## config.mk

```make
export PLATFORM = sky130hd
export DESIGN_NAME = cauchy_rs_parity_encoder
export DESIGN_NICKNAME = d
export VERILOG_FILES = /design/src/hw/rtl/crpe_pkg.sv /design/src/hw/rtl/crpe_ctrl.sv /design/src/hw/rtl/crpe_dp.sv /design/src/hw/rtl/cauchy_rs_parity_encoder.sv
export VERILOG_INCLUDE_DIRS = /design/src /design/src/hw/rtl
export SDC_FILE = /design/constraint.sdc
export NUM_CORES = 1
export LEC_CHECK = 0
export ABC_CLOCK_PERIOD_IN_PS = 7600
export BUFFER_PORTS_ARGS = -buffer_cell sky130_fd_sc_hd__buf_2
export CAP_MARGIN = 40
export CELL_PAD_IN_SITES_DETAIL_PLACEMENT = 1
export CELL_PAD_IN_SITES_GLOBAL_PLACEMENT = 2
export CORE_UTILIZATION = 41
export CTS_CLUSTER_SIZE = 25
export DETAILED_ROUTE_END_ITERATION = 12
export PLACE_DENSITY_LB_ADDON = 0.1
export SLEW_MARGIN = 30
export SYNTH_ARGS = -nofsm -noshare
export SYNTH_HDL_FRONTEND = slang
export SYNTH_SLANG_ARGS = --single-unit
export TNS_END_PERCENT = 5
```

## constraint.sdc

```tcl
create_clock -name clk -period 7.6 [get_ports clk]
set_clock_uncertainty 0.2 [all_clocks]
set_input_delay 0.38 -clock clk [delete_from_list [all_inputs] [get_ports clk]]
set_output_delay 0.38 -clock clk [all_outputs]
set_load 0.01 [all_outputs]
```

## src/hw/rtl/cauchy_rs_parity_encoder_defines.svh

```systemverilog
// Assertion macros for the Cauchy RS parity encoder.
`ifndef CAUCHY_RS_PARITY_ENCODER_DEFINES_SVH
`define CAUCHY_RS_PARITY_ENCODER_DEFINES_SVH

// Same-cycle implication, checked on clk, disabled while in reset.
`define CRPE_ASSERT_SAME(lbl, ante, cons, msg) \
	lbl: assert property (@(posedge clk) disable iff (!arst_n) (ante) |-> (cons)) \
		else $error(msg);

// Next-cycle implication, checked on clk, disabled while in reset.
`define CRPE_ASSERT_NEXT(lbl, ante, cons, msg) \
	lbl: assert property (@(posedge clk) disable iff (!arst_n) (ante) |=> (cons)) \
		else $error(msg);

`endif

```

## src/hw/rtl/crpe_pkg.sv

```systemverilog
// Types, constants and field arithmetic shared by the encoder modules.
package crpe_pkg;

	localparam int ROWS      = 8;
	localparam int EXP_STEPS = 14;    // square-and-multiply rounds before the final square
	localparam logic [16:0] GF_POLY = 17'h1002B;

	typedef enum logic [1:0] {
		CFG_INFO_COUNT       = 2'd0,
		CFG_REDUNDANCY_COUNT = 2'd1,
		CFG_WORDS_PER_PACKET = 2'd2
	} cfg_idx_t;

	typedef enum logic [1:0] {
		MUL_SQ   = 2'd0,
		MUL_A    = 2'd1,
		MUL_WORD = 2'd2
	} mul_op_t;

	typedef struct packed {
		logic [15:0] data_word;
		logic [7:0]  packet_index;
	} in_item_t;

	typedef struct packed {
		logic [15:0] parity_word;
		logic [2:0]  row_index;
		logic [11:0] word_position;
		logic        last_of_column;
		logic        last_of_packet;
	} out_item_t;

	typedef struct packed {
		logic    accept;
		logic    load_a;
		logic    mul_en;
		mul_op_t mul_op;
		logic    acc_en;
		logic    row_set1;
		logic    row_clr;
		logic    row_inc;
		logic    cnt_clr;
		logic    cnt_inc;
		logic    emit_load;
		logic    close;
	} cmd_t;

	typedef struct packed {
		logic in_range;
		logic k_gt1;
		logic k_zero;
		logic close_q;
		logic row_more;
		logic cnt_done;
		logic out_free;
		logic a_zero;
	} sts_t;

	// GF(2^16) product: carry-less partial products, then reduction by the field polynomial
	function automatic logic [15:0] gf_mul(input logic [15:0] a, input logic [15:0] b);
		logic [30:0] p;
		p = '0;
		for (int i = 0; i < 16; i++) begin
			if (b[i]) p = p ^ (31'(a) << i);
		end
		for (int i = 30; i >= 16; i--) begin
			if (p[i]) p = p ^ (31'(GF_POLY) << (i - 16));
		end
		return p[15:0];
	endfunction

endpackage

```

## src/hw/rtl/crpe_ctrl.sv

```systemverilog
// Controller state machine for the encoder: sequences accumulate, inversion and emit.
module crpe_ctrl (
	input  logic          clk,
	input  logic          arst_n,
	input  logic          in_valid,
	output logic          in_stall,
	input  crpe_pkg::sts_t sts,
	output crpe_pkg::cmd_t cmd
);
	import crpe_pkg::*;

	typedef enum logic [7:0] {
		ST_IDLE  = 8'b0000_0001,
		ST_ROW   = 8'b0000_0010,
		ST_SQ    = 8'b0000_0100,
		ST_MA    = 8'b0000_1000,
		ST_WMUL  = 8'b0001_0000,
		ST_CHECK = 8'b0010_0000,
		ST_EMIT  = 8'b0100_0000,
		ST_CLOSE = 8'b1000_0000
	} state_t;

	state_t state_q, state_d;

	always_ff @(posedge clk or negedge arst_n) begin
		if (!arst_n) state_q <= ST_IDLE;
		else state_q <= state_d;
	end

	always_comb begin
		cmd      = '0;
		cmd.mul_op = MUL_SQ;
		state_d  = state_q;
		in_stall = 1'b1;
		unique case (state_q)
			ST_IDLE: begin
				in_stall = 1'b0;
				if (in_valid) begin
					cmd.accept = 1'b1;
					if (sts.in_range) begin
						if (sts.k_gt1) begin
							cmd.row_set1 = 1'b1;
							state_d = ST_ROW;
						end else begin
							state_d = ST_CHECK;
						end
					end
				end
			end
			ST_ROW: begin
				cmd.load_a  = 1'b1;
				cmd.cnt_clr = 1'b1;
				state_d = ST_SQ;
			end
			ST_SQ: begin
				cmd.mul_en = 1'b1;
				cmd.mul_op = MUL_SQ;
				state_d = sts.cnt_done ? ST_WMUL : ST_MA;
			end
			ST_MA: begin
				cmd.mul_en  = 1'b1;
				cmd.mul_op  = MUL_A;
				cmd.cnt_inc = 1'b1;
				state_d = ST_SQ;
			end
			ST_WMUL: begin
				cmd.acc_en  = 1'b1;
				cmd.mul_op  = MUL_WORD;
				cmd.row_inc = 1'b1;
				state_d = sts.row_more ? ST_ROW : ST_CHECK;
			end
			ST_CHECK: begin
				if (sts.close_q) begin
					cmd.row_clr = 1'b1;
					state_d = sts.k_zero ? ST_CLOSE : ST_EMIT;
				end else begin
					state_d = ST_IDLE;
				end
			end
			ST_EMIT: begin
				if (sts.out_free) begin
					cmd.emit_load = 1'b1;
					cmd.row_inc   = 1'b1;
					if (!sts.row_more) state_d = ST_CLOSE;
				end
			end
			ST_CLOSE: begin
				cmd.close = 1'b1;
				state_d = ST_IDLE;
			end
			default: state_d = ST_IDLE;
		endcase
	end

endmodule

```

## src/hw/rtl/crpe_dp.sv

```systemverilog
// Datapath: config registers, row accumulators, shared GF(2^16) multiplier, output register.
module crpe_dp #(
	parameter int MAX_INFO       = 256,
	parameter int MAX_REDUNDANCY = 8
) (
	input  logic                clk,
	input  logic                arst_n,
	input  logic                cfg_we,
	input  logic [1:0]          cfg_index,
	input  logic [12:0]         cfg_data,
	input  crpe_pkg::in_item_t  in,
	output crpe_pkg::out_item_t out,
	output logic                out_valid,
	input  logic                out_stall,
	input  crpe_pkg::cmd_t      cmd,
	output crpe_pkg::sts_t      sts
);
	import crpe_pkg::*;

	localparam logic [31:0] MaxInfo32 = 32'(MAX_INFO);
	localparam int          KMaxInt   = (MAX_REDUNDANCY < ROWS) ? MAX_REDUNDANCY : ROWS;
	localparam logic [3:0]  KMax      = 4'(KMaxInt);

	logic [8:0]  info_q;
	logic [3:0]  red_q;
	logic [12:0] wpp_q;
	logic [8:0]  n_eff;
	logic [3:0]  k_eff;
	logic [12:0] wpp_eff;

	logic [15:0] acc_q [ROWS];
	logic [15:0] word_q;
	logic [7:0]  pidx_q;
	logic        close_q;
	logic [15:0] res_q;
	logic [3:0]  row_q;
	logic [3:0]  cnt_q;
	logic [11:0] col_q;
	out_item_t   out_q;
	logic        out_valid_q;

	logic        in_range;
	logic        close_in;
	logic [9:0]  a_sum;
	logic [15:0] a_val;
	logic [15:0] mul_x, mul_y, prod;
	logic        last_p;
	logic        row_more;

	always_ff @(posedge clk or negedge arst_n) begin
		if (!arst_n) begin
			info_q <= 9'd4;
			red_q  <= 4'd2;
			wpp_q  <= 13'd512;
		end else if (cfg_we) begin
			unique case (cfg_idx_t'(cfg_index))
				CFG_INFO_COUNT:       info_q <= cfg_data[8:0];
				CFG_REDUNDANCY_COUNT: red_q  <= cfg_data[3:0];
				CFG_WORDS_PER_PACKET: wpp_q  <= cfg_data;
				default: ;
			endcase
		end
	end

	assign n_eff   = ({23'd0, info_q} > MaxInfo32) ? MaxInfo32[8:0] : info_q;
	assign k_eff   = (red_q > KMax) ? KMax : red_q;
	assign wpp_eff = (wpp_q == 13'd0) ? 13'd1 : ((wpp_q > 13'd4096) ? 13'd4096 : wpp_q);

	assign in_range = {1'b0, in.packet_index} < n_eff;
	assign close_in = {1'b0, in.packet_index} == (n_eff - 9'd1);

	// Cauchy element (n + r - 1) xor packet; never zero for an in-range packet
	assign a_sum = {1'b0, n_eff} + {6'd0, row_q} - 10'd1;
	assign a_val = {6'd0, a_sum ^ {2'd0, pidx_q}};

	always_comb begin
		unique case (cmd.mul_op)
			MUL_SQ:   begin mul_x = res_q;  mul_y = res_q; end
			MUL_A:    begin mul_x = res_q;  mul_y = a_val; end
			MUL_WORD: begin mul_x = word_q; mul_y = res_q; end
			default:  begin mul_x = res_q;  mul_y = res_q; end
		endcase
	end
	assign prod = gf_mul(mul_x, mul_y);

	assign last_p   = ({1'b0, col_q} + 13'd1) >= wpp_eff;
	assign row_more = ({1'b0, row_q} + 5'd1) < {1'b0, k_eff};

	always_ff @(posedge clk) begin
		if (cmd.accept) begin
			word_q  <= in.data_word;
			pidx_q  <= in.packet_index;
			close_q <= close_in;
		end
		if (cmd.load_a) res_q <= a_val;
		else if (cmd.mul_en) res_q <= prod;
		if (cmd.cnt_clr) cnt_q <= '0;
		else if (cmd.cnt_inc) cnt_q <= cnt_q + 4'd1;
		if (cmd.emit_load) begin
			out_q.parity_word    <= acc_q[row_q[2:0]];
			out_q.row_index      <= row_q[2:0];
			out_q.word_position  <= col_q;
			out_q.last_of_column <= !row_more;
			out_q.last_of_packet <= last_p;
		end
	end

	always_ff @(posedge clk or negedge arst_n) begin
		if (!arst_n) begin
			for (int i = 0; i < ROWS; i++) acc_q[i] <= '0;
			row_q       <= '0;
			col_q       <= '0;
			out_valid_q <= 1'b0;
		end else begin
			if (cmd.close) begin
				for (int i = 0; i < ROWS; i++) acc_q[i] <= '0;
				col_q <= last_p ? 12'd0 : col_q + 12'd1;
			end else if (cmd.accept && in_range && k_eff != 4'd0) begin
				acc_q[0] <= acc_q[0] ^ in.data_word;
			end else if (cmd.acc_en) begin
				acc_q[row_q[2:0]] <= acc_q[row_q[2:0]] ^ prod;
			end
			if (cmd.row_set1) row_q <= 4'd1;
			else if (cmd.row_clr) row_q <= 4'd0;
			else if (cmd.row_inc) row_q <= row_q + 4'd1;
			if (cmd.emit_load) out_valid_q <= 1'b1;
			else if (!out_stall) out_valid_q <= 1'b0;
		end
	end

	assign out       = out_q;
	assign out_valid = out_valid_q;

	assign sts.in_range = in_range;
	assign sts.k_gt1    = k_eff > 4'd1;
	assign sts.k_zero   = k_eff == 4'd0;
	assign sts.close_q  = close_q;
	assign sts.row_more = row_more;
	assign sts.cnt_done = cnt_q == 4'(EXP_STEPS);
	assign sts.out_free = !out_valid_q || !out_stall;
	assign sts.a_zero   = a_val == 16'd0;

endmodule

```

## src/hw/rtl/cauchy_rs_parity_encoder.sv

```systemverilog
// Cauchy Reed-Solomon parity encoder over GF(2^16), top level.
// Input channel (in_valid/in_stall/in): one data word and its packet index per transfer,
// words in column order. Output channel (out_valid/out_stall/out): parity words, one
// per redundancy row, rows 0..k-1, with row, word position and last flags.
// Config port (cfg_we/cfg_index/cfg_data): 0 info_count, 1 redundancy_count,
// 2 words_per_packet; write only while the block is idle.
// The input stalls until a word is done. Each row above row 0 needs a field inverse,
// a square-and-multiply chain on the single shared multiplier (1 load, 15 squares,
// 14 multiplies, 1 word multiply); row 0 is a plain XOR. A word that closes a column
// then emits one parity word per row. Out-of-range packet indexes are accepted and
// give no result.
// The output register lets the next word be accepted while the last parity word
// of a column still waits; while out_stall holds a pending word, emission holds at that row.
// Reset restores info_count 4, redundancy_count 2, words_per_packet 512, clears
// accumulators and the word position; no clearing pass is needed.
module cauchy_rs_parity_encoder #(
	parameter int MAX_INFO       = 256,
	parameter int MAX_REDUNDANCY = 8
) (
	input  logic                clk,
	input  logic                arst_n,
	input  logic                cfg_we,
	input  logic [1:0]          cfg_index,
	input  logic [12:0]         cfg_data,
	input  logic                in_valid,
	output logic                in_stall,
	input  crpe_pkg::in_item_t  in,
	output logic                out_valid,
	input  logic                out_stall,
	output crpe_pkg::out_item_t out
);
	import crpe_pkg::*;

`include "cauchy_rs_parity_encoder_defines.svh"

	cmd_t cmd;
	sts_t sts;
	logic in_xfer;

	crpe_ctrl u_ctrl (
		.clk      (clk),
		.arst_n   (arst_n),
		.in_valid (in_valid),
		.in_stall (in_stall),
		.sts      (sts),
		.cmd      (cmd)
	);

	crpe_dp #(
		.MAX_INFO       (MAX_INFO),
		.MAX_REDUNDANCY (MAX_REDUNDANCY)
	) u_dp (
		.clk       (clk),
		.arst_n    (arst_n),
		.cfg_we    (cfg_we),
		.cfg_index (cfg_index),
		.cfg_data  (cfg_data),
		.in        (in),
		.out       (out),
		.out_valid (out_valid),
		.out_stall (out_stall),
		.cmd       (cmd),
		.sts       (sts)
	);

	assign in_xfer = in_valid && !in_stall;

	`CRPE_ASSERT_SAME(a_inv_nonzero, cmd.load_a, !sts.a_zero, "zero Cauchy element")
	`CRPE_ASSERT_SAME(a_no_overwrite, cmd.emit_load, sts.out_free, "pending result overwritten")
	`CRPE_ASSERT_NEXT(a_no_early_emit, in_xfer, !cmd.emit_load && !cmd.close, "emit right after transfer")

endmodule

```

# Word-level counts from Yosys, hierarchy flattened

Index checks and enable logic that the tools add are counted.

Bits in registers: 257
Input bits: 44
Output and inout bits: 35
Word-level logic and storage cells: 202

Add/sub/neg operators: 8
Magnitude comparators: 9
Equality and inequality tests: 20
Muxes and demuxes: 83
Bitwise gates (word level): 34
Reductions and logical operators: 22

Operators with widths:

| cell                                    | number |
|---|---|
| 2-to-1 mux 31 bit                       | 15 |
| 2-to-1 mux 128 bit                      | 2 |
| bitwise mux 128 bit                     | 1 |
| 2-to-1 mux 16 bit                       | 8 |
| 2-to-1 mux 112 bit                      | 1 |
| inverter 4 bit                          | 15 |
| 2-to-1 mux 8 bit                        | 7 |
| binary-select mux 16 bit (select 3 bit) | 1 |
| demux 16 bit (select 3 bit)             | 1 |
| one-hot mux 8 bit (6 select lines)      | 1 |
| 2-to-1 mux 13 bit                       | 3 |
| bitwise XOR 16 bit                      | 2 |
| bitwise XOR 31 x 18 -> 31 bit           | 1 |
| bitwise XOR 31 x 19 -> 31 bit           | 1 |
| bitwise XOR 31 x 20 -> 31 bit           | 1 |
| bitwise XOR 31 x 21 -> 31 bit           | 1 |
| bitwise XOR 31 x 22 -> 31 bit           | 1 |
| bitwise XOR 31 x 23 -> 31 bit           | 1 |
| bitwise XOR 31 x 24 -> 31 bit           | 1 |
| bitwise XOR 31 x 25 -> 31 bit           | 1 |
| bitwise XOR 31 x 26 -> 31 bit           | 1 |
| bitwise XOR 31 x 27 -> 31 bit           | 1 |
| bitwise XOR 31 x 28 -> 31 bit           | 1 |
| bitwise XOR 31 x 29 -> 31 bit           | 1 |
| other kinds (64)                        | 107 |

# Logic depth before layout (Yosys ltp)

Depth after elaboration: 72
Depth in mapped cells: 20
Depth with buffers taken out: 17

# Hierarchy

Synthesis repeated with hierarchy kept, for this count alone.

Cell total of the unflattened synthesis: 1,723
Area, all modules: 17,431.7 µm²

By module, submodules not included:

| module    | times used | cells an instance | area an instance (µm²) |
|---|---|---|---|
| crpe_dp   | 1          | 1,660             | 16,861.2 |
| crpe_ctrl | 1          | 63                | 570.5 |

# Worst setup path before layout

No wires, ideal clock.

Path type: flip-flop to flip-flop
Start: register u_dp.info_q[8]
End: register u_dp.acc_q[117] in the netlist's numbering
Arrival time: 5,033 ps
Required time: 7,276 ps
Slack: 2,243 ps
Cell stages (with the launch flop): 20
Buffers on the path: 2
Clock period less this slack: 5,357 ps
Cell sequence: dfrtp_1 > clkbuf_1 > clkbuf_1 > nand2b_1 > ha_1 > inv_1 > ha_1 > inv_1 > fa_1 > xnor3_1 > nor4_1 > a21o_4 > nor2_4 > xnor3_1 > xnor3_1 > xnor3_2 > xor3_1 > xnor2_1 > xor3_2 > a211o_1

Cells in the longest elaborated chain, start to end: 61
Elaborated cells on any way between the ends: 67

Ends and longest elaborated chain:

| item                            | line           | source |
|---|---|---|
| from (decl)                     | crpe_dp.sv:24  | `logic [8:0] info_q;` |
| from (signal assigned)          | crpe_dp.sv:57  | `CFG_INFO_COUNT: info_q <= cfg_data[8:0];` |
| greater-than comparator 9 bit   | crpe_dp.sv:65  | `assign n_eff = ({23'd0, info_q} > MaxInfo32) ? MaxInfo32[8:0] : info_q;` |
| 2-to-1 mux 9 bit *              | crpe_dp.sv:65  |  |
| adder 9 x 4 -> 10 bit           | crpe_dp.sv:73  | `assign a_sum = {1'b0, n_eff} + {6'd0, row_q} - 10'd1;` |
| subtractor 10 x 1 -> 10 bit     | crpe_dp.sv:73  |  |
| bitwise XOR 10 x 8 -> 10 bit    | crpe_dp.sv:74  | `assign a_val = {6'd0, a_sum ^ {2'd0, pidx_q}};` |
| 2-to-1 mux 16 bit               | crpe_dp.sv:77  | `unique case (cmd.mul_op)` |
| 2-to-1 mux 16 bit               | crpe_pkg.sv:64 | `if (b[i]) p = p ^ (31'(a) << i);` |
| bitwise XOR 16 x 17 -> 17 bit   | crpe_pkg.sv:64 |  |
| (+45 left out)                  | n/a            |  |
| 2-to-1 mux 7 bit                | crpe_pkg.sv:67 | `if (p[i]) p = p ^ (31'(GF_POLY) << (i - 16));` |
| inverter 4 bit (no line)        | n/a            |  |
| 2-to-1 mux 6 bit                | crpe_pkg.sv:67 |  |
| bitwise XOR 16 bit              | crpe_dp.sv:121 | `acc_q[row_q[2:0]] <= acc_q[row_q[2:0]] ^ prod;` |
| bitwise mux 128 bit             | crpe_dp.sv:121 |  |
| 2-to-1 mux 128 bit              | crpe_dp.sv:120 | `end else if (cmd.acc_en) begin` |
| 2-to-1 mux 16 bit               | crpe_dp.sv:118 | `end else if (cmd.accept && in_range && k_eff != 4'd0) begin` |
| 2-to-1 mux 128 bit              | crpe_dp.sv:115 | `if (cmd.close) begin` |
| to (signal, indexed assignment) | crpe_dp.sv:121 |  |
| to (decl)                       | crpe_dp.sv:31  | `logic [15:0] acc_q [ROWS];` |

Every way passes the cells marked *; elsewhere a longest branch is shown, timed or not. The select of a mux whose other input is x is not followed.
A chain may end at the register's enable or synchronous reset.

# Final worst setup path

Start: register u_dp.row_q[1]
End: register u_dp.acc_q[55] in the netlist's numbering

Cells in the longest elaborated chain, start to end: 55
Elaborated cells on any way between the ends: 65

Ends and longest elaborated chain:

| item                          | line           | source |
|---|---|---|
| from (decl)                   | crpe_dp.sv:36  | `logic [3:0] row_q;` |
| from (signal assigned)        | crpe_dp.sv:125 | `else if (cmd.row_inc) row_q <= row_q + 4'd1;` |
| adder 9 x 4 -> 10 bit         | crpe_dp.sv:73  |  |
| subtractor 10 x 1 -> 10 bit   | crpe_dp.sv:73  |  |
| bitwise XOR 10 x 8 -> 10 bit  | crpe_dp.sv:74  |  |
| 2-to-1 mux 16 bit             | crpe_dp.sv:77  |  |
| 2-to-1 mux 31 bit             | crpe_pkg.sv:64 |  |
| bitwise XOR 31 x 18 -> 31 bit | crpe_pkg.sv:64 |  |
| 2-to-1 mux 31 bit             | crpe_pkg.sv:64 |  |
| bitwise XOR 31 x 19 -> 31 bit | crpe_pkg.sv:64 |  |
| (+39 left out)                | n/a            |  |
| 2-to-1 mux 9 bit              | crpe_pkg.sv:67 |  |
| inverter 4 bit (no line)      | n/a            |  |
| 2-to-1 mux 8 bit              | crpe_pkg.sv:67 |  |
| bitwise XOR 16 bit            | crpe_dp.sv:121 |  |
| bitwise mux 128 bit *         | crpe_dp.sv:121 |  |
| 2-to-1 mux 128 bit *          | crpe_dp.sv:120 |  |
| 2-to-1 mux 112 bit *          | crpe_dp.sv:118 |  |
| 2-to-1 mux 128 bit *          | crpe_dp.sv:115 |  |

Marks and branches as above.

==> impl_metrics.yaml <==
logic_synthesis:
  yosys_register_bits: 257
  synth_nets: 1796
  syn_inst: 1708
  synth.avg_cell_area_um2: 10.1
  async_flop_share_pct: 69.6
  synth_edf_count: 68
  synthFlopType: "dfrtp_1"
  ys_warn_count: 0
  seq_area_frac_synth_pct: 39.0
  synth_area_um2: 17300
  yosys.cell_types.count: 80
setup_path:
  cp.arrival_ps: 6500
  worst_path_most_repeated_cell: "xnor3_1"
  slowest_stage: "or4b_2"
  startpoint_type: "flop"
  worstPathMaxFanout: 12
  critPathRequiredTime_ps: 7900
  crit_family: "XOR/XNOR gates"
  path_class: "flop to flop"
  worst_path_largest_cell_delay_ps: 630
  path_buf_inv: 3
  endpoint_kind: "flop"
  path_cells: "clkinv_1, ha_1, inv_1, ha_1, inv_1, fa_1, and3b_1, o21ba_2, or4b_2, a31o_2, a21oi_1, xnor3_1, xnor3_1, xor2_1, xnor3_1, xnor2_1, a32o_1"
global_routing:
  track_usage_pct: 31.1
  grt_pass1_wl_um: 101000
  grt_max_degree: 83
  grt_overflow: 0
  grt_pass1_vias: 15300
  antenna_found_initial: 2
floorplanning:
  die_h_um: 207
  initial_utilization_pct: 41.9
  ios: 79
  fp.dieW_um: 207
  fp-row-count: 74
  design.core.area_um2: 41200
  die_area_um2: 42900
place:
  dp_hpwl_um: 46600
  routabilityCongestion: 0.970
  port-buffer-count: 78
clocking:
  cts_num_sinks: 257
  clock_latency_ps: 570
  path_clk_slew_ps: 60
  htree_levels: 1
  cts_made_buffers: 30
  root_buffer: "clkbuf_16"
  cts_buffer_depth: 3
  cts_tree: "done"
  post_cts_resize_count: 0
cells_and_area:
  final_common_cell: "dfrtp_1"
  drive_gt1_share_pct: 14.0
  final_nets: 1882
  most-common-layout-cells: "175 x dfrtp_1, 162 x nor2_1, 161 x xnor2_1, 133 x nand2_1, 118 x a32o_1"
  final_util_pct: 48.4
  area_growth_pct: 15.5
  num_antenna_cells: 0
sta:
  rsz0062_at_grt: "no"
  worstMarginPinSlew_ps: 892
  slew_headroom_pct: 40.4
  timing.setup.tns_ps: 0
  slew_viol_final: 0
  period_minus_slack_ps: 6200
  finalCritPeriodShare_pct: 81.6
  finalHoldViolCount: 0
  setup_viol: 0
  max_freq_mhz: 161
detailed_routing:
  via_per_inst: 6.26
  drt-total-wl_um: 66600
  post_drt_wl_per_cell_um: 28.3
  drt_first_pass_iters: 5
  drtIter0Drc: 1130
  ant_nets: 0
  vias: 14700
  drcViolationCount: 0
run:
  cap_violations: 0
run_status:
  outcome: "finished clean"
hold_path:
  worstHoldPathType: "input port to asynchronous set/reset pin"
==> layer usage <==
layer	global-route usage [%]	wire [um]	vias to the layer above
li1	-	-	6467
met4	13.1	2820	4
met1	41.6	28500	7516
met5	0	24	-
met3	4.73	4210	155
met2	50.1	31100	559
==> synthesized netlist by cell type, drive strengths merged, types with 4 or more instances <==
library cell,instances,share of area (%)
nand4b,4,0.20
dfstp,4,0.61
a211oi,17,0.74
buf,31,0.94
o21a,26,1.1
clkbuf,87,1.9
a21oi,70,2.0
nand4,19,0.69
o211ai,10,0.44
a211o,9,0.46
nor2,164,3.6
nor4,24,0.87
inv,53,1.2
o31ai,22,1.0
a31oi,9,0.40
nand2,134,2.9
nand2b,13,0.47
o21ai,34,0.99
a221oi,8,0.41
nor3,30,0.96
nor3b,4,0.20
a32o,118,6.8
mux2,27,1.8
o22ai,9,0.33
dfxtp,10,1.2
a22oi,55,2.4
and2,19,0.69
nor2b,16,0.58
a22o,14,0.71
nand3,26,0.75
xor2,55,2.8
xnor2,164,8.5
a221o,5,0.29
edfxtp,68,12
and4,6,0.30
ha,43,3.1
dfrtp,175,25
a21boi,6,0.26
mux2i,8,0.46
and3,9,0.33
xnor3,49,6.4
a21o,6,0.30
and3b,8,0.41
or3,6,0.22
==> path summary, 6_finish.rpt <==
check	slack, ps	cells past startpoint	to	from
worst max-delay path	1400	17	u_dp.acc_q[55]	u_dp.row_q[1]
worst min-delay path	110	2	u_dp.col_q[9]	arst_n
worst max register to register	1400	17	u_dp.acc_q[55]	u_dp.row_q[1]
worst min register to register	270	0	u_dp.out[10]	u_dp.col_q[8]
max in group asynchronous	5820	5	u_dp.acc_q[92]	arst_n
min in group clk	140	3	u_dp.red_q[0]	cfg_we
==> per-stage QoR <==
step / cells / area, um^2 / hold slack, ps / setup WS, ps
finish: 2350 / 19900 / 112 / 1400
global placement: 2233 / 18200 / 247 / 1620
global route: 2350 / 19900 / 136 / 1140
CTS: 2347 / 19900 / 109 / 1470
floorplan: 1708 / 17300 / -116 / 2240
detailed placement: 2252 / 18500 / 133 / 1550
==> final cells by class <==
cell class | count | area (um^2)
clock buffers | 45 | 910
clock inverters | 11 | 126
fillers | 4526 | 21300
inverters | 55 | 206
multi-input cells | 1278 | 9960
flip-flops and latches | 257 | 6730
well taps | 532 | 666
repair buffers | 172 | 1330
==> worst reg2reg max path, stage by stage, from the launching register on <==
cell,delay [ps]
dfrtp_1,610
clkinv_1,350
ha_1,370
inv_1,40
ha_1,210
inv_1,80
fa_1,180
and3b_1,200
o21ba_2,210
or4b_2,630
a31o_2,380
a21oi_1,180
xnor3_1,450
xnor3_1,330
xor2_1,290
xnor3_1,590
xnor2_1,610
a32o_1,220
==> state kept, by name (all words and copies together) (netlist names), 8 cells and up <==
register / cells
u_ctrl.state_q: 8
u_dp.wpp_q: 13
u_dp.info_q: 9
u_dp.pidx_q: 8
u_dp.word_q: 16
u_dp.col_q: 12
u_dp.out: 33
u_dp.res_q: 16
u_dp.acc_q: 128
==> cell families (layout without fill, tap and decap cells) <==
logic type                 count (synthesis)  in the layout  share of synthesized area [%]
AOI/OAI and AO/OA                        433            433                           19.5
xor gates and xnor gates                 271            271                           18.1
adders and majority gates                 44             44                           3.23
buffers and inverters                    173            283                           4.03
DFF                                      257            257                           39.0
muxes                                     35             35                           2.23
and+or+nand+nor                          495            495                           13.9
==> timing repair <==
action / 4_1_cts / 5_1_grt
hold buffers: 39 / 0
buffers inserted: 0 / 0
endpoints found under the hold margin: 155 / 0
endpoints found under the setup margin: 0 / 0
Power is not shown: default switching activity piles up to over one toggle a cycle in this logic, so the estimate is an artifact.
